==> src/design/pfsa_pkg.sv <==
package pfsa_pkg;

    localparam int FRAME_W = 52;
    localparam int SLOT_W  = 13;

    typedef enum logic
    {
        OP_FREE  = 1'b0,
        OP_ALLOC = 1'b1
    } op_t;

    typedef enum logic [2:0]
    {
        ST_STATIC  = 3'd0,
        ST_DYNAMIC = 3'd1,
        ST_STORAGE = 3'd2,
        ST_ALLOC   = 3'd3,
        ST_EMPTY   = 3'd4,
        ST_FULL    = 3'd5
    } status_t;

    typedef enum logic
    {
        S_IDLE,
        S_RESP
    } state_t;

    // one access per cycle: write or read at the shared address
    typedef struct packed
    {
        logic we;
        logic re;
    } mem_ctl_t;

endpackage

==> src/design/pfsa_ram.sv <==
module pfsa_ram
    import pfsa_pkg::*;
#(
    parameter int WIDTH = 52,
    parameter int DEPTH = 16
)
(
    input  logic                                        clk,
    input  mem_ctl_t                                    ctl,
    input  logic [((DEPTH > 1) ? $clog2(DEPTH) : 1)-1:0] addr,
    input  logic [WIDTH-1:0]                            wdata,
    output logic [WIDTH-1:0]                            rdata
);

    logic [WIDTH-1:0] mem [DEPTH];
    logic [WIDTH-1:0] rdata_reg;

    always_ff @(posedge clk)
    begin
        if (ctl.we)
        begin
            mem[addr] <= wdata;
        end
        if (ctl.re)
        begin
            rdata_reg <= mem[addr];
        end
    end

    assign rdata = rdata_reg;

endmodule

==> config.mk <==
export PLATFORM = sky130hd
export DESIGN_NAME = pfsa_ram
export DESIGN_NICKNAME = d
export VERILOG_FILES = /design/src/design/pfsa_pkg.sv /design/src/design/pfsa_ram.sv
export SDC_FILE = /design/constraint.sdc
export NUM_CORES = 1
export LEC_CHECK = 0
export BUFFER_PORTS_ARGS = -buffer_cell sky130_fd_sc_hd__buf_2
export CORE_MARGIN = 8
export CORE_UTILIZATION = 66
export CTS_CLUSTER_SIZE = 20
export DETAILED_ROUTE_END_ITERATION = 8
export PLACE_DENSITY = 0.84
export SETUP_SLACK_MARGIN = 0.2
export SYNTH_ARGS = -nofsm -noshare
export SYNTH_HDL_FRONTEND = slang
export SYNTH_SLANG_ARGS = --single-unit
export TNS_END_PERCENT = 20
==> constraint.sdc <==
create_clock -name clk -period 8.6 [get_ports clk]
set_clock_uncertainty 0.2 [all_clocks]
set_input_delay 0.86 -clock clk [delete_from_list [all_inputs] [get_ports clk]]
set_output_delay 0.86 -clock clk [all_outputs]
set_load 0.01 [all_outputs]
==> flow_metrics.tcl <==
set metrics [dict create \
    dieArea_um2 57010 \
    final_common_cell "edfxtp_1" \
    cts_buffers 82 \
    worstHoldPathType "in -> reg" \
    avgSynthCellArea_um2 24.33 \
    firstDrtPassIters 5 \
    root_buffer "clkbuf_16" \
    post-cts-setup-buffer-count 0 \
    worstPathMaxFanout 72 \
    powerDensity_nw_per_um2 238.8 \
    ctsResizeCount 0 \
    reg2reg_from "mem[3][19]" \
    critical_path.startpoint_type "input pin" \
    rsz0062_at_grt "false" \
    worstMarginPinSlew_ns 1.131 \
    netlist_top_cells_area "edfxtp_1, mux4_2, a22oi_1" \
    antenna_found_initial 8 \
    crit_arrival_ns 3.59 \
    synth_seq_cells 884 \
    holdBufCountCts 0 \
    clk_pin_slew_ns 0.06 \
    synth_area_um2 32750 \
    p_int_mw 6.939 \
    cts_buffer_depth 3 \
    largest_reg_flops 832 \
    relSlewSlack_pct 24.44 \
    netlist.area_leader.share_pct 81.05 \
    net-switching-power_mw 1.805 \
    portBuffers 110 \
    worst_skew_pair.late_latency_ns 0.62 \
    fp.dieW_um 238.8 \
    drive_gt1_share_pct 30.44 \
    hold_ws_ns 0.4070 \
    grt_max_degree 168 \
    status "complete, no violations" \
    final_cell_mix "edfxtp_1, mux4_2, buf_2, a22oi_1, clkbuf_16" \
    grt_first_pass_wirelength_mm 108.0 \
    clkPwrFrac_pct 39.3 \
    ys_seq_area_share_pct 81.05 \
    cts_max_level 3 \
    synth_nets 1405 \
    clock.fmax_ghz 0.2826 \
    synth_cell_types 17 \
    hold_viol 0 \
    ios 111 \
    areaGrowthSynthToFinish_pct 11.82 \
    hpwl_mm 34.71 \
    period_share_pct 41.15 \
    drv_slew 0 \
    period_minus_slack_ns 3.539 \
    cp.required_ns 8.65 \
    cp-endpoint "mem[7][9]" \
    crit_type "in -> reg" \
    vias_per_cell 6.914 \
    syn_inst 1346 \
    drc 0 \
    num_vias 15380 \
    dr.first_iter.drc_count 1868 \
    rrSetupSlack_ns 6.70 \
    cts_sinks 884 \
    die_h_um 238.8 \
    wirelength_mm 74.88 \
    r2r-end "rdata[19]" \
    rows 81 \
    maxCapViolations 0 \
    overflow 0 \
    yosysWarningCount 0 \
    num-nets-final 1556 \
    synth_top_area_cell "edfxtp_1" \
    fp.coreArea_um2 48950 \
    crit_start "addr[0]" \
    grt_usage_pct 26.65 \
    end_kind "register" \
    p_leak_nw 11.66 \
    sw_frac_of_total_pct 20.65 \
    grt_pass1_vias 16470 \
    antenna_left 0 \
    start_util_pct 66.91 \
    r2r.worst_path.cells 3 \
    peakVddDrop_mv 0.2937 \
    routedWlPerCell_um 33.65 \
    pwr-share-seq_pct 55.9 \
    gp_congestion 0.7186 \
    total_power_mw 8.744 \
    cts_tree "done" \
    power_frac_comb_pct 4.8 \
    setup_tns_ns 0 \
    setup_viol 0 \
]
[layout make-up]
| class | instances | area, µm² |
|---|---|---|
| antenna | 4 | 10.01 |
| clock buffer | 100 | 2226 |
| clock inverter | 44 | 277.8 |
| fill | 2523 | 12330 |
| multi-input combinational | 391 | 5927 |
| sequential | 884 | 26550 |
| tap | 664 | 830.8 |
| timing repair buffer | 138 | 804.5 |
[stage by stage]
stage | utilization, % | setup WS [ns] | std cells | cell area (µm²)
5_1_grt | 74.80 | 4.951 | 2222 | 36610
6_report | 74.81 | 5.061 | 2225 | 36620
4_1_cts | 74.79 | 5.076 | 2221 | 36610
3_3_place_gp | 69.68 | 4.501 | 2077 | 34110
2_1_floorplan | - | 2.900 | 1346 | 32750
3_5_place_dp | 69.68 | 4.431 | 2077 | 34110
[synthesized netlist by cell type]
library cell and n:
nor2_1 13, mux4_2 208, and2_1 1, buf_2 21
buf_1 3, a22oi_1 104, buf_6 14, or3b_2 1
edfxtp_1 884, nor3_1 4, nor2b_1 2, buf_4 4
nand2b_1 2, nand3_1 1, nand2_1 53, nand3b_1 2
clkbuf_1 29
[metal layers]
layer  GRT usage (%)  up-vias  part of all wire, %
li1                -     6088                    -
met1           32.91     8035                   35
met5               0        -                0.089
met4           11.28       10                  4.1
met3           5.786      216                  9.3
met2           45.74     1035                   52
[kinds of logic (layout without fill, tap and decap cells)]
group / count (synthesis) / count (layout) / synth area share [%]
multiplexers: 208 / 208 / 14.30
buffers and inverters: 71 / 282 / 1.261
AO/OA/AOI/OAI: 104 / 104 / 2.384
flip-flops: 884 / 884 / 81.05
other: 0 / 4 / 0
AND/OR/NAND/NOR: 79 / 79 / 1.001
[how the worst min path moves through the flow]
| stage | from | endpoint | slack, ns | depth (start not counted) |
|---|---|---|---|---|
| 2_1_floorplan | mem[14][0] | rdata[0] | 0.51 | 3 |
| 3_3_place_gp | mem[14][23] | rdata[23] | 0.53 | 3 |
| 3_5_place_dp | mem[7][23] | rdata[23] | 0.54 | 3 |
| 4_1_cts | wdata[50] | mem[0][50] | 0.37 | 1 |
| 5_1_grt | wdata[50] | mem[15][50] | 0.39 | 1 |
| 6_report | wdata[44] | mem[4][44] | 0.41 | 1 |
[power groups by stage]
stage | sequential [mW] | combinational [mW] | clock [mW]
2_1_floorplan | 4.98 | 0.233 | 0
3_3_place_gp | 4.97 | 0.396 | 0
3_5_place_dp | 4.97 | 0.411 | 0
4_1_cts | 4.89 | 0.420 | 3.48
5_1_grt | 4.89 | 0.442 | 3.61
6_report | 4.89 | 0.418 | 3.44
[worst max-delay path: stages]
cell and delay [ns]:
buf_8 0.55, nand2_1 0.43, nor2_4 0.97, buf_4 0.63
Note: power is estimated with default switching activity, not from simulation.
