`src/design/pfsa_pkg.sv`:
```
package pfsa_pkg;

    localparam int FRAME_W = 52;
    localparam int SLOT_W  = 13;

    typedef enum logic
    {
        OP_FREE  = 1'b0,
        OP_ALLOC = 1'b1
    } op_t;

    typedef enum logic [2:0]
    {
        ST_STATIC  = 3'd0,
        ST_DYNAMIC = 3'd1,
        ST_STORAGE = 3'd2,
        ST_ALLOC   = 3'd3,
        ST_EMPTY   = 3'd4,
        ST_FULL    = 3'd5
    } status_t;

    typedef enum logic
    {
        S_IDLE,
        S_RESP
    } state_t;

    // one access per cycle: write or read at the shared address
    typedef struct packed
    {
        logic we;
        logic re;
    } mem_ctl_t;

endpackage

```
`src/design/pfsa_if.sv`:
```
interface pfsa_in_if
    import pfsa_pkg::*;
();
    logic               valid;
    logic               ready;
    logic               op;
    logic [FRAME_W-1:0] page_frame;

    modport source (output valid, output op, output page_frame, input ready);
    modport sink (input valid, input op, input page_frame, output ready);
    modport monitor (input valid, input ready, input op, input page_frame);
endinterface

interface pfsa_out_if
    import pfsa_pkg::*;
();
    logic               valid;
    logic               ready;
    logic [2:0]         status;
    logic [FRAME_W-1:0] frame_out;
    logic [SLOT_W-1:0]  storage_slot;

    modport source (output valid, output status, output frame_out, output storage_slot,
                    input ready);
    modport sink (input valid, input status, input frame_out, input storage_slot,
                  output ready);
    modport monitor (input valid, input ready, input status, input frame_out,
                     input storage_slot);
endinterface

```
`src/design/pfsa_ctrl.sv`:
```
module pfsa_ctrl
    import pfsa_pkg::*;
#(
    parameter int STATIC_DEPTH     = 16,
    parameter int DYNAMIC_DEPTH    = 4096,
    parameter int ENTRIES_PER_PAGE = 512
)
(
    input  logic                       clk,
    input  logic                       rst_n,
    pfsa_in_if.sink                    req,
    pfsa_out_if.source                 rsp,
    output mem_ctl_t                   s_ctl,
    output logic [((STATIC_DEPTH > 1) ? $clog2(STATIC_DEPTH) : 1)-1:0] s_addr,
    output mem_ctl_t                   d_ctl,
    output logic [$clog2(DYNAMIC_DEPTH)-1:0] d_addr,
    output logic [FRAME_W-1:0]         wdata,
    input  logic [FRAME_W-1:0]         s_rdata,
    input  logic [FRAME_W-1:0]         d_rdata
);

    localparam int SA = (STATIC_DEPTH > 1) ? $clog2(STATIC_DEPTH) : 1;
    localparam int SRW = $clog2(STATIC_DEPTH + 1);
    localparam int DA = $clog2(DYNAMIC_DEPTH);
    localparam int CW = $clog2(DYNAMIC_DEPTH + 1);
    localparam int GROW_MAX =
        (ENTRIES_PER_PAGE > DYNAMIC_DEPTH) ? DYNAMIC_DEPTH : ENTRIES_PER_PAGE;

    state_t state_reg, state_next;

    logic [SRW-1:0] static_room_reg, static_room_next;
    logic [CW-1:0]  dyn_count_reg, dyn_count_next;
    logic [CW-1:0]  dyn_room_reg, dyn_room_next;

    status_t            pend_status_reg;
    logic [FRAME_W-1:0] pend_frame_reg;
    logic [SLOT_W-1:0]  pend_slot_reg;
    logic               pend_static_reg;

    logic               out_valid_reg, out_valid_next;
    status_t            out_status_reg;
    logic [FRAME_W-1:0] out_frame_reg;
    logic [SLOT_W-1:0]  out_slot_reg;

    logic               accept;
    logic               load_out;
    status_t            dec_status;
    logic [FRAME_W-1:0] dec_frame;
    logic [SLOT_W-1:0]  dec_slot;
    logic               dec_static;
    logic [CW-1:0]      space;
    logic [CW-1:0]      grow;

    assign accept = req.valid && req.ready;
    assign space  = CW'(DYNAMIC_DEPTH) - dyn_count_reg;
    assign grow   = (space > CW'(GROW_MAX)) ? CW'(GROW_MAX) : space;
    assign wdata  = req.page_frame;

    // decode the transaction against the current counters
    always_comb
    begin
        dec_status       = ST_EMPTY;
        dec_frame        = '0;
        dec_slot         = '0;
        dec_static       = 1'b0;
        static_room_next = static_room_reg;
        dyn_count_next   = dyn_count_reg;
        dyn_room_next    = dyn_room_reg;
        s_ctl            = '0;
        d_ctl            = '0;
        s_addr           = SA'(static_room_reg);
        d_addr           = DA'(dyn_count_reg);

        if (req.op == OP_FREE)
        begin
            if (static_room_reg != '0)
            begin
                dec_status       = ST_STATIC;
                s_ctl.we         = accept;
                s_addr           = SA'(static_room_reg - SRW'(1));
                static_room_next = static_room_reg - SRW'(1);
            end
            else if (dyn_room_reg == '0)
            begin
                if (dyn_count_reg >= CW'(DYNAMIC_DEPTH))
                begin
                    dec_status = ST_FULL;
                end
                else
                begin
                    // the freed page itself backs the next run of entries
                    dec_status    = ST_STORAGE;
                    dec_frame     = req.page_frame;
                    dec_slot      = SLOT_W'(dyn_count_reg);
                    dyn_room_next = grow;
                end
            end
            else if (dyn_count_reg < CW'(DYNAMIC_DEPTH))
            begin
                dec_status     = ST_DYNAMIC;
                d_ctl.we       = accept;
                d_addr         = DA'(dyn_count_reg);
                dyn_count_next = dyn_count_reg + CW'(1);
                dyn_room_next  = dyn_room_reg - CW'(1);
            end
            else
            begin
                dec_status = ST_FULL;
            end
        end
        else
        begin
            if (static_room_reg != SRW'(STATIC_DEPTH))
            begin
                dec_status       = ST_ALLOC;
                dec_static       = 1'b1;
                s_ctl.re         = accept;
                s_addr           = SA'(static_room_reg);
                static_room_next = static_room_reg + SRW'(1);
            end
            else if (dyn_count_reg != '0)
            begin
                dec_status     = ST_ALLOC;
                d_ctl.re       = accept;
                d_addr         = DA'(dyn_count_reg - CW'(1));
                dyn_count_next = dyn_count_reg - CW'(1);
                dyn_room_next  = dyn_room_reg + CW'(1);
            end
            else
            begin
                dec_status = ST_EMPTY;
            end
        end
    end

    always_comb
    begin
        state_next = state_reg;
        unique case (state_reg)
            S_IDLE:
            begin
                if (accept)
                begin
                    state_next = S_RESP;
                end
            end
            S_RESP:
            begin
                if (load_out)
                begin
                    state_next = S_IDLE;
                end
            end
            default:
            begin
                state_next = S_IDLE;
            end
        endcase
    end

    always_comb
    begin
        req.ready = 1'b0;
        load_out  = 1'b0;
        unique case (state_reg)
            S_IDLE:
            begin
                req.ready = 1'b1;
            end
            S_RESP:
            begin
                load_out = !out_valid_reg || rsp.ready;
            end
            default:
            begin
                req.ready = 1'b0;
            end
        endcase
    end

    always_comb
    begin
        out_valid_next = out_valid_reg;
        if (load_out)
        begin
            out_valid_next = 1'b1;
        end
        else if (rsp.ready)
        begin
            out_valid_next = 1'b0;
        end
    end

    always_ff @(posedge clk or negedge rst_n)
    begin
        if (!rst_n)
        begin
            state_reg       <= S_IDLE;
            static_room_reg <= SRW'(STATIC_DEPTH);
            dyn_count_reg   <= '0;
            dyn_room_reg    <= '0;
            out_valid_reg   <= 1'b0;
        end
        else
        begin
            state_reg     <= state_next;
            out_valid_reg <= out_valid_next;
            if (accept)
            begin
                static_room_reg <= static_room_next;
                dyn_count_reg   <= dyn_count_next;
                dyn_room_reg    <= dyn_room_next;
            end
        end
    end

    always_ff @(posedge clk)
    begin
        if (accept)
        begin
            pend_status_reg <= dec_status;
            pend_frame_reg  <= dec_frame;
            pend_slot_reg   <= dec_slot;
            pend_static_reg <= dec_static;
        end
        if (load_out)
        begin
            out_status_reg <= pend_status_reg;
            out_slot_reg   <= pend_slot_reg;
            // read data is held by the memory until the next read
            if (pend_status_reg == ST_ALLOC)
            begin
                out_frame_reg <= pend_static_reg ? s_rdata : d_rdata;
            end
            else
            begin
                out_frame_reg <= pend_frame_reg;
            end
        end
    end

    assign rsp.valid        = out_valid_reg;
    assign rsp.status       = out_status_reg;
    assign rsp.frame_out    = out_frame_reg;
    assign rsp.storage_slot = out_slot_reg;

endmodule

```
`src/flat_wrapper.sv`:
```
// flat-port wrapper written by rule: the top's interface ports become plain ports
module pfsa_ctrl_flat import pfsa_pkg::*;
#(
    parameter int STATIC_DEPTH     = 16,
    parameter int DYNAMIC_DEPTH    = 4096,
    parameter int ENTRIES_PER_PAGE = 512
)
  (clk, rst_n, s_ctl, s_addr, d_ctl, d_addr, wdata, s_rdata, d_rdata, req_valid, req_op, req_page_frame, req_ready, rsp_valid, rsp_status, rsp_frame_out, rsp_storage_slot, rsp_ready);
  pfsa_in_if req_i ();
  pfsa_out_if rsp_i ();
  input  logic clk;
  input  logic rst_n;
  output mem_ctl_t s_ctl;
  output logic [((STATIC_DEPTH > 1) ? $clog2(STATIC_DEPTH) : 1)-1:0] s_addr;
  output mem_ctl_t d_ctl;
  output logic [$clog2(DYNAMIC_DEPTH)-1:0] d_addr;
  output logic [FRAME_W-1:0] wdata;
  input  logic [FRAME_W-1:0] s_rdata;
  input  logic [FRAME_W-1:0] d_rdata;
  input wire logic [$bits(req_i.valid)-1:0] req_valid;
  input wire logic [$bits(req_i.op)-1:0] req_op;
  input wire logic [$bits(req_i.page_frame)-1:0] req_page_frame;
  output wire logic [$bits(req_i.ready)-1:0] req_ready;
  output wire logic [$bits(rsp_i.valid)-1:0] rsp_valid;
  output wire logic [$bits(rsp_i.status)-1:0] rsp_status;
  output wire logic [$bits(rsp_i.frame_out)-1:0] rsp_frame_out;
  output wire logic [$bits(rsp_i.storage_slot)-1:0] rsp_storage_slot;
  input wire logic [$bits(rsp_i.ready)-1:0] rsp_ready;
  assign req_i.valid = req_valid;
  assign req_i.op = req_op;
  assign req_i.page_frame = req_page_frame;
  assign req_ready = req_i.ready;
  assign rsp_valid = rsp_i.valid;
  assign rsp_status = rsp_i.status;
  assign rsp_frame_out = rsp_i.frame_out;
  assign rsp_storage_slot = rsp_i.storage_slot;
  assign rsp_i.ready = rsp_ready;
  pfsa_ctrl #(.STATIC_DEPTH(STATIC_DEPTH), .DYNAMIC_DEPTH(DYNAMIC_DEPTH), .ENTRIES_PER_PAGE(ENTRIES_PER_PAGE)) u_core (.clk(clk), .rst_n(rst_n), .req(req_i), .rsp(rsp_i), .s_ctl(s_ctl), .s_addr(s_addr), .d_ctl(d_ctl), .d_addr(d_addr), .wdata(wdata), .s_rdata(s_rdata), .d_rdata(d_rdata));
endmodule
```
`config.mk`:
```
export PLATFORM = sky130hd
export DESIGN_NAME = pfsa_ctrl_flat
export DESIGN_NICKNAME = d
export VERILOG_FILES = /design/src/design/pfsa_pkg.sv /design/src/design/pfsa_if.sv /design/src/design/pfsa_ctrl.sv /design/src/flat_wrapper.sv
export SDC_FILE = /design/constraint.sdc
export NUM_CORES = 1
export LEC_CHECK = 0
export BUFFER_PORTS_ARGS = -buffer_cell sky130_fd_sc_hd__clkbuf_2
export CAP_MARGIN = 10
export CORE_MARGIN = 2
export CORE_UTILIZATION = 46
export DETAILED_ROUTE_END_ITERATION = 8
export GPL_ROUTABILITY_DRIVEN = 0
export PLACE_DENSITY = 0.77
export SKIP_CTS_REPAIR_TIMING = 1
export SLEW_MARGIN = 5
export SYNTH_ARGS = -nofsm -noshare
export SYNTH_HDL_FRONTEND = slang
export SYNTH_SLANG_ARGS = --single-unit
```
`constraint.sdc`:
```
create_clock -name clk -period 3.3 [get_ports clk]
set_input_delay 0.165 -clock clk [delete_from_list [all_inputs] [get_ports clk]]
set_output_delay 0.165 -clock clk [all_outputs]
set_load 0.02 [all_outputs]
```
==> results of run 1 <==
[through the flow]
step           setup TNS [ps]  util [%]  worst slack (ps)  cell area (um^2)
4_1_cts                 -97.1      56.8             -61.7             11100
5_1_grt                 -48.5      57.1             -33.7             11100
3_3_place_gp                0      53.7               510             10500
3_5_place_dp                0      53.7               389             10500
6_report                    0      57.1               138             11100
2_1_floorplan               0         -               164              9140
[cell families after synthesis]
kind of cell    after synthesis
compound gates              142
fa+ha+maj                     7
flops                       170
buf+inv                     129
simple gates                300
mux                          53
xor+xnor                     40
[worst register-to-register path: cells and delay by family, from the launching register on]
kind / cells / cell delay, ps
fa+ha+maj: 1 / 220
flops: 1 / 470
buf+inv: 1 / 110
simple gates: 4 / 1880
[area by class of cell]
| cell class | count | area share [%] |
|---|---|---|
| Antenna cell | 2 | 0.0451 |
| Tap cell | 265 | 2.99 |
| Sequential cell | 170 | 44.5 |
| Clock buffer | 17 | 3.83 |
| Multi-Input combinational cell | 542 | 31.2 |
| Timing Repair Buffer | 323 | 15.3 |
| Inverter | 17 | 0.586 |
| Clock inverter | 15 | 1.62 |
[power by group through the flow]
stage | Clock (mW) | Sequential [mW] | Combinational, mW
after floorplan | 0 | 2.94 | 1.06
after global placement | 0 | 2.90 | 1.58
after detailed placement | 0 | 2.91 | 1.60
after CTS | 2.06 | 2.87 | 1.60
after global routing | 2.13 | 2.91 | 1.76
final | 2.01 | 2.87 | 1.62
[layer usage]
layer,wire length [um],part of all wire (%),vias up
met5,0,0,-
met2,12400,50,361
met3,1930,7.8,47
li1,-,-,3430
met1,9630,39,3355
met4,686,2.8,0
[worst min-delay path by stage]
| stage | startpoint | end | depth (start not counted) |
|---|---|---|---|
| after global routing | req_page_frame[48] | u_core.pend_frame_reg[48] | 2 |
| after floorplan | rst_n | u_core.dyn_count_reg[0] | 0 |
| after global placement | rst_n | u_core.dyn_room_reg[1] | 1 |
| after CTS | rst_n | u_core.dyn_room_reg[1] | 1 |
| final | req_page_frame[11] | u_core.pend_frame_reg[11] | 2 |
| after detailed placement | rst_n | u_core.static_room_reg[0] | 1 |
[cell usage in the layout, fill, tap and decap left out, drive strengths merged, types with 17 or more instances in the layout]
cell type | Yosys | routed
and2 | 65 | 65
nand3 | 17 | 17
edfxtp | 137 | 137
a21oi | 24 | 24
nor3 | 21 | 21
xor2 | 26 | 26
nor2 | 40 | 40
mux2i | 52 | 52
dfrtp | 32 | 32
o21ai | 78 | 78
clkbuf | 38 | 319
nand2 | 89 | 89
buf | 74 | 20
inv | 17 | 24
==> impl_metrics.ini, run 1 <==
[power]
p_seq_share_pct = 44.2
power.density_nw_per_um2 = 586
comb_power_share_pct = 24.9
total_leakage_power_nw = 4.94
p_sw_mw = 2.20
switching_share_pct = 33.9
clockPowerShare_pct = 30.9
ir_worst_vdd_mv = 0.356
power_mw = 6.51
p_int_mw = 4.30

[logic_synthesis]
synth_xor_area_share_pct = 3.83
synth_seq_cells = 170
synth_compound_area_share_pct = 9.59
synth_warnings = 0
synth.top_cell.area_share_pct = 45.0
ys_top_cells_by_area = edfxtp_1, dfrtp_1, mux2i_1
synth-edff-count = 137
synth_commonest_cells = edfxtp_1, nand2_1, o21ai_0, and2_1
synth_top_family_by_area = simple AND/OR/NAND/NOR gates
yosys.area_share.simple_pct = 17.4
ys.flop_type = edfxtp_1
muxShareOfSynthArea_pct = 5.82
yosysTopAreaCell = edfxtp_1
ys_types = 73
synth.most_common_cell = edfxtp_1
synthAdderAreaFrac_pct = 0.958
async_flop_share_pct = 19.4
ys_seq_area_share_pct = 54.0
synth_nets = 1009
syn_area_um2 = 9140
netlist_instances = 841
synth_area_per_cell_um2 = 10.9

[timing]
timing.final.max_slew_violations = 0
worst_pin_slew_ps = 929
fin_crit_sh_pct = 95.8
whs_ps = 34.6
maxSlewHeadroom_pct = 38.1
setup-violations-final = 0
period_needed_ps = 3160
final_hold_viol_count = 0
clock_skew_ps = 19.4
fmax_ghz = 0.316

[clock_network]
cts_tree = yes
cts_made_buffers = 17
clkTransAtPathRegs_ps = 70
clock-sinks = 170
clockBufferDepth = 2
htree_levels = 4
cts-root-buf = clkbuf_16
clock_latency_ps = 430

[detailed_routing]
avgRoutedWirePerCell_um = 18.2
drt_iter0_drc = 787
via_count = 7193
drc = 0
totalWireLength_mm = 24.6
ant_nets = 0
firstDrtPassIters = 6
vias_per_cell = 5.32

[die]
chipWidth_um = 145
rows = 51
dieArea_um2 = 21000
core_um2 = 19500
die_height_um = 145
ios = 303
initial_core_util_pct = 47.0

[grt]
grt_pass1_wl_mm = 38.2
grt_usage_pct = 23.1
antenna_found_initial = 2
grt_pass1_vias = 6894
grt_use_met3_pct = 4.40
overflow = 0
grtUsageMet2_pct = 40.7
use_met1_pct = 28.7
grt_start_max_net_pins = 105
busiest_layer = met2

[worst_setup_path]
slowest_stage = dfrtp_1
crit_path_end_kind = primary output
crit_family = simple AND/OR/NAND/NOR gates
endpoint = d_addr[11]
startpoint = u_core.dyn_count_reg[0]
cp_slowest_stage_delay_ps = 470
reg2regPathDepth = 6
reg2reg_to = u_core.pend_slot_reg[1]
path_class = reg2out
critPathMaxFanout = 8
crit_chain = inv_1 -> ha_1 -> nor3b_2 -> nand4_1 -> nand4_1 -> buf_4 -> nor2b_1 -> xor2_1 -> clkbuf_2
start_kind = flop
critPathBufInv = 3
cpMostUsedCell = nand4_1
required_ps = 3130
path_depth = 9
r2r_start = u_core.dyn_room_reg[0]
worst_ep_arrival_time_ps = 3000
r2r_slack_ps = 340

[final_layout]
final_nets = 1239
fillerInstances = 1648
seq_area_um2 = 4940
drive_gt1_share_pct = 34.6
multi_input_area_um2 = 3460
area_growth_pct = 21.5
final_cells = 1351

[place]
dp_hpwl_mm = 18.3
portBuffers = 302
placed_cells = 1314

[worst_hold_path]
hp-class = in2reg

[run_status]
outcome = finished clean

[run]
maxCapViolCount = 0
No activity file was read; power rests on OpenSTA's default activity.
==> run 2: changes to the inputs <==
- CORE_ASPECT_RATIO: unset -> 0.7
==> impl_metrics.ini, run 2 (synthesis results as in run 1) <==
[run_status]
outcome = finished clean

[worst_setup_path]
reg2reg_to = u_core.dyn_room_reg[5]
r2r_start = u_core.dyn_room_reg[0]
r2r_slack_ps = 360
worst_ep_arrival_time_ps = 3030
start_kind = flop
crit_path_end_kind = primary output
critPathMaxFanout = 8
path_class = reg2out
required_ps = 3130
reg2regPathDepth = 8

[final_layout]
layout_common_cells = clkbuf_2, edfxtp_1, nand2_1
area_growth_pct = 22.1
utilization_pct = 56.9
diodes = 0
final_common_cell = clkbuf_2
final_nets = 1246
drive_gt1_share_pct = 35.0
fin_area_um2 = 11200

[timing]
fin_ws_ps = 103
maxSlewHeadroom_pct = 33.0
worst_pin_slew_ps = 1010
timing.final.max_slew_violations = 0
fmax_ghz = 0.313
final_hold_viol_count = 0
setup-violations-final = 0
clock_skew_ps = 13.3
period_needed_ps = 3200
fin_crit_sh_pct = 96.9
rsz0062_at_grt = no

[grt]
grt_pass1_wl_mm = 36.3
overflow = 0
grt_pass1_vias = 6718
grt_usage_pct = 22.3
antenna_found_initial = 0
grt_start_max_net_pins = 105

[detailed_routing]
firstDrtPassIters = 5
avgRoutedWirePerCell_um = 17.4
ant_nets = 0
totalWireLength_mm = 23.7
vias_per_cell = 5.30
via_count = 7210
drt_iter0_drc = 809
drc = 0

[clock_network]
clockBufferDepth = 2
clock-sinks = 170
cts_tree = yes
htree_levels = 4
cts-root-buf = clkbuf_16
cts_made_buffers = 17
clkTransAtPathRegs_ps = 70
clock_latency_ps = 420

[die]
ios = 303
core_um2 = 19600
rows = 43
chipWidth_um = 173
die_height_um = 122
initial_core_util_pct = 46.6
dieArea_um2 = 21000

[worst_hold_path]
worstHoldStart = rsp_ready
worstHoldEndpoint = u_core.rsp.valid
worstHoldPathCells = 3
hp-class = in2reg

[place]
place_ws_ps = 454
dp_hpwl_mm = 17.0
portBuffers = 302
placed_cell_area_um2 = 10500

[power]
ir_worst_vdd_mv = 0.385
power.density_nw_per_um2 = 588
total_leakage_power_nw = 4.96

[run]
maxCapViolCount = 0
run 2: power breakdown:
| part | total [mW] | switching (mW) | internal (mW) |
|---|---|---|---|
| Clock | 2.03 | 0.889 | 1.14 |
| Sequential | 2.89 | 0.252 | 2.64 |
| Combinational | 1.65 | 1.04 | 0.601 |
run 2: area by class of cell:
| type | instances | area, um^2 |
|---|---|---|
| fillers | 1682 | 8470 |
| flip-flops and latches | 170 | 4940 |
| multi-input cells | 542 | 3460 |
| repair buffers | 330 | 1770 |
| clock buffers | 18 | 429 |
| well taps | 270 | 338 |
| clock inverters | 13 | 158 |
| inverters | 17 | 63.8 |
run 2: metrics by stage:
stage / std cells / total power, mW / TNS (ps) / hold slack (ps)
3_5_place_dp: 1324 / 4.54 / 0 / 338
3_3_place_gp: 1324 / 4.51 / 0 / 318
5_1_grt: 1360 / 6.87 / 0 / 24.1
4_1_cts: 1355 / 6.57 / -23.2 / -119
2_1_floorplan: 841 / 4.00 / 0 / -131
6_report: 1360 / 6.56 / 0 / 32.0
run 2: metal layers:
metal / up-vias / share of wire, % / track usage, %
met5: - / 0 / 0
met4: 0 / 1.3 / 6.46
met3: 32 / 7.6 / 5.49
met2: 356 / 45 / 33.7
met1: 3383 / 46 / 32.0
li1: 3439 / - / -
run 2: how the worst max path moves through the flow:
stage	from	slack (ps)	endpoint
finish	u_core.dyn_count_reg[0]	100	d_ctl[1]
global route	u_core.dyn_count_reg[0]	2	d_addr[8]
CTS	u_core.dyn_count_reg[0]	-20	d_addr[8]
detailed placement	u_core.dyn_count_reg[0]	450	d_addr[8]
global placement	u_core.dyn_room_reg[0]	550	u_core.pend_slot_reg[3]
floorplan	u_core.state_reg	160	u_core.static_room_reg[2]
run 2: worst max-delay path, stage by stage, from the launching register on:
cell and delay [ps]:
dfrtp_1 500, inv_1 190, ha_1 280, or3_1 400
o41a_1 490, nor2_2 280, nand2_1 120, inv_2 150
clkbuf_2 190
==> run 3: changes to the inputs <==
- MAX_ROUTING_LAYER: unset -> met4
==> impl_metrics.ini, run 3 (synthesis results as in run 1) <==
[die]
initial_core_util_pct = 46.6
die_height_um = 122
ios = 303
chipWidth_um = 173
core_um2 = 19600
dieArea_um2 = 21000
rows = 43

[worst_setup_path]
start_kind = flop
crit_chain = inv_1 -> ha_1 -> or3_1 -> o41a_1 -> nor2_2 -> nand2_1 -> inv_2 -> clkbuf_2
cp_slowest_stage_delay_ps = 490
path_class = reg2out
reg2reg_to = u_core.dyn_room_reg[5]
critPathBufInv = 3
reg2regPathDepth = 8
r2r_slack_ps = 370
slowest_stage = dfrtp_1
worst_ep_arrival_time_ps = 3000
critPathMaxFanout = 8
r2r_start = u_core.dyn_room_reg[0]
required_ps = 3130
crit_family = simple AND/OR/NAND/NOR gates
crit_path_end_kind = primary output

[power]
power_mw = 6.55
comb_power_share_pct = 25.1
power.density_nw_per_um2 = 587
ir_worst_vdd_mv = 0.385
p_seq_share_pct = 44.1
clockPowerShare_pct = 30.8
switching_share_pct = 33.2
p_int_mw = 4.38
total_leakage_power_nw = 4.96
p_sw_mw = 2.18

[final_layout]
multi_input_area_um2 = 3460
area_growth_pct = 22.1
seq_area_um2 = 4940
layout_common_cells = clkbuf_2, edfxtp_1, nand2_1
fillerInstances = 1682
final_nets = 1246
diodes = 0
drive_gt1_share_pct = 35.0
final_common_cell = clkbuf_2

[timing]
period_needed_ps = 3170
worst_pin_slew_ps = 1010
fin_crit_sh_pct = 96.0
clock_skew_ps = 12.8
final_hold_viol_count = 0
whs_ps = 32.1
setup-violations-final = 0
fmax_ghz = 0.316
maxSlewHeadroom_pct = 32.7
rsz0062_at_grt = no
timing.final.max_slew_violations = 0

[clock_network]
clock-sinks = 170
htree_levels = 4
cts_made_buffers = 17
clkTransAtPathRegs_ps = 70
clockBufferDepth = 2
cts-root-buf = clkbuf_16
clock_latency_ps = 420
cts_tree = yes

[worst_hold_path]
worstHoldPathCells = 3
hp-class = in2reg
worstHoldStart = rsp_ready
worstHoldEndpoint = u_core.rsp.valid

[detailed_routing]
totalWireLength_mm = 23.6
drc = 0
drt_iter0_drc = 784
via_count = 7201
avgRoutedWirePerCell_um = 17.4
vias_per_cell = 5.29
ant_nets = 0
firstDrtPassIters = 6

[run]
maxCapViolCount = 0

[grt]
grt_start_max_net_pins = 105
grt_usage_pct = 23.0
overflow = 0
grt_pass1_vias = 6728
grt_pass1_wl_mm = 36.3
antenna_found_initial = 0

[run_status]
outcome = finished clean

[place]
portBuffers = 302
dp_hpwl_mm = 17.0
==> run 3: cell counts in the layout (fill, tap and decap cells not counted) <==
No cell type changed its count.
==> run 3: how the worst max path moves through the flow <==
stage	from	end	slack, ps	depth (start not counted)
floorplan	u_core.state_reg	u_core.static_room_reg[2]	160	6
global placement	u_core.dyn_room_reg[0]	u_core.pend_slot_reg[3]	550	8
detailed placement	u_core.dyn_count_reg[0]	d_addr[8]	450	8
CTS	u_core.dyn_count_reg[0]	d_addr[8]	-20	8
global route	u_core.dyn_count_reg[0]	d_addr[8]	3	8
finish	u_core.dyn_count_reg[0]	d_ctl[1]	130	8
==> run 3: worst register-to-register path, stage by stage (launching register included) <==
cell	delay, ps
dfrtp_1	460
inv_1	100
ha_1	240
or4b_1	620
nor4_1	430
nand3_1	250
a21oi_2	250
o21ai_1	250
o211ai_1	250
==> run 3: per-layer routing <==
layer	GRT usage (%)	routed length, um	up-vias
met1	32.2	10700	3387
met5	-	0	-
met2	33.7	10700	348
li1	-	-	3436
met3	5.15	1850	30
met4	6.62	293	0
==> run 3: power groups by stage <==
stage / sequential (mW) / combinational, mW / clock [mW]
CTS: 2.88 / 1.62 / 2.06
global route: 2.93 / 1.79 / 2.15
global placement: 2.91 / 1.60 / 0
finish: 2.89 / 1.64 / 2.02
floorplan: 2.94 / 1.06 / 0
detailed placement: 2.93 / 1.62 / 0
==> run 3: cell type report <==
type | instances | share of cell area [%]
Multi-Input combinational cell | 542 | 31.0
Clock inverter | 13 | 1.41
Clock buffer | 18 | 3.84
Inverter | 17 | 0.572
Tap cell | 270 | 3.03
Sequential cell | 170 | 44.3
Timing Repair Buffer | 330 | 15.9
==> run 3: stage by stage <==
| step | setup slack, ps | std cells | setup TNS (ps) | util, % | area (um^2) |
|---|---|---|---|---|---|
| floorplan | 164 | 841 | 0 | - | 9140 |
| global placement | 552 | 1324 | 0 | 53.6 | 10500 |
| detailed placement | 454 | 1324 | 0 | 53.6 | 10500 |
| CTS | -23.2 | 1355 | -23.2 | 56.6 | 11100 |
| global route | 2.85 | 1360 | 0 | 56.9 | 11200 |
| finish | 133 | 1360 | 0 | 56.9 | 11200 |
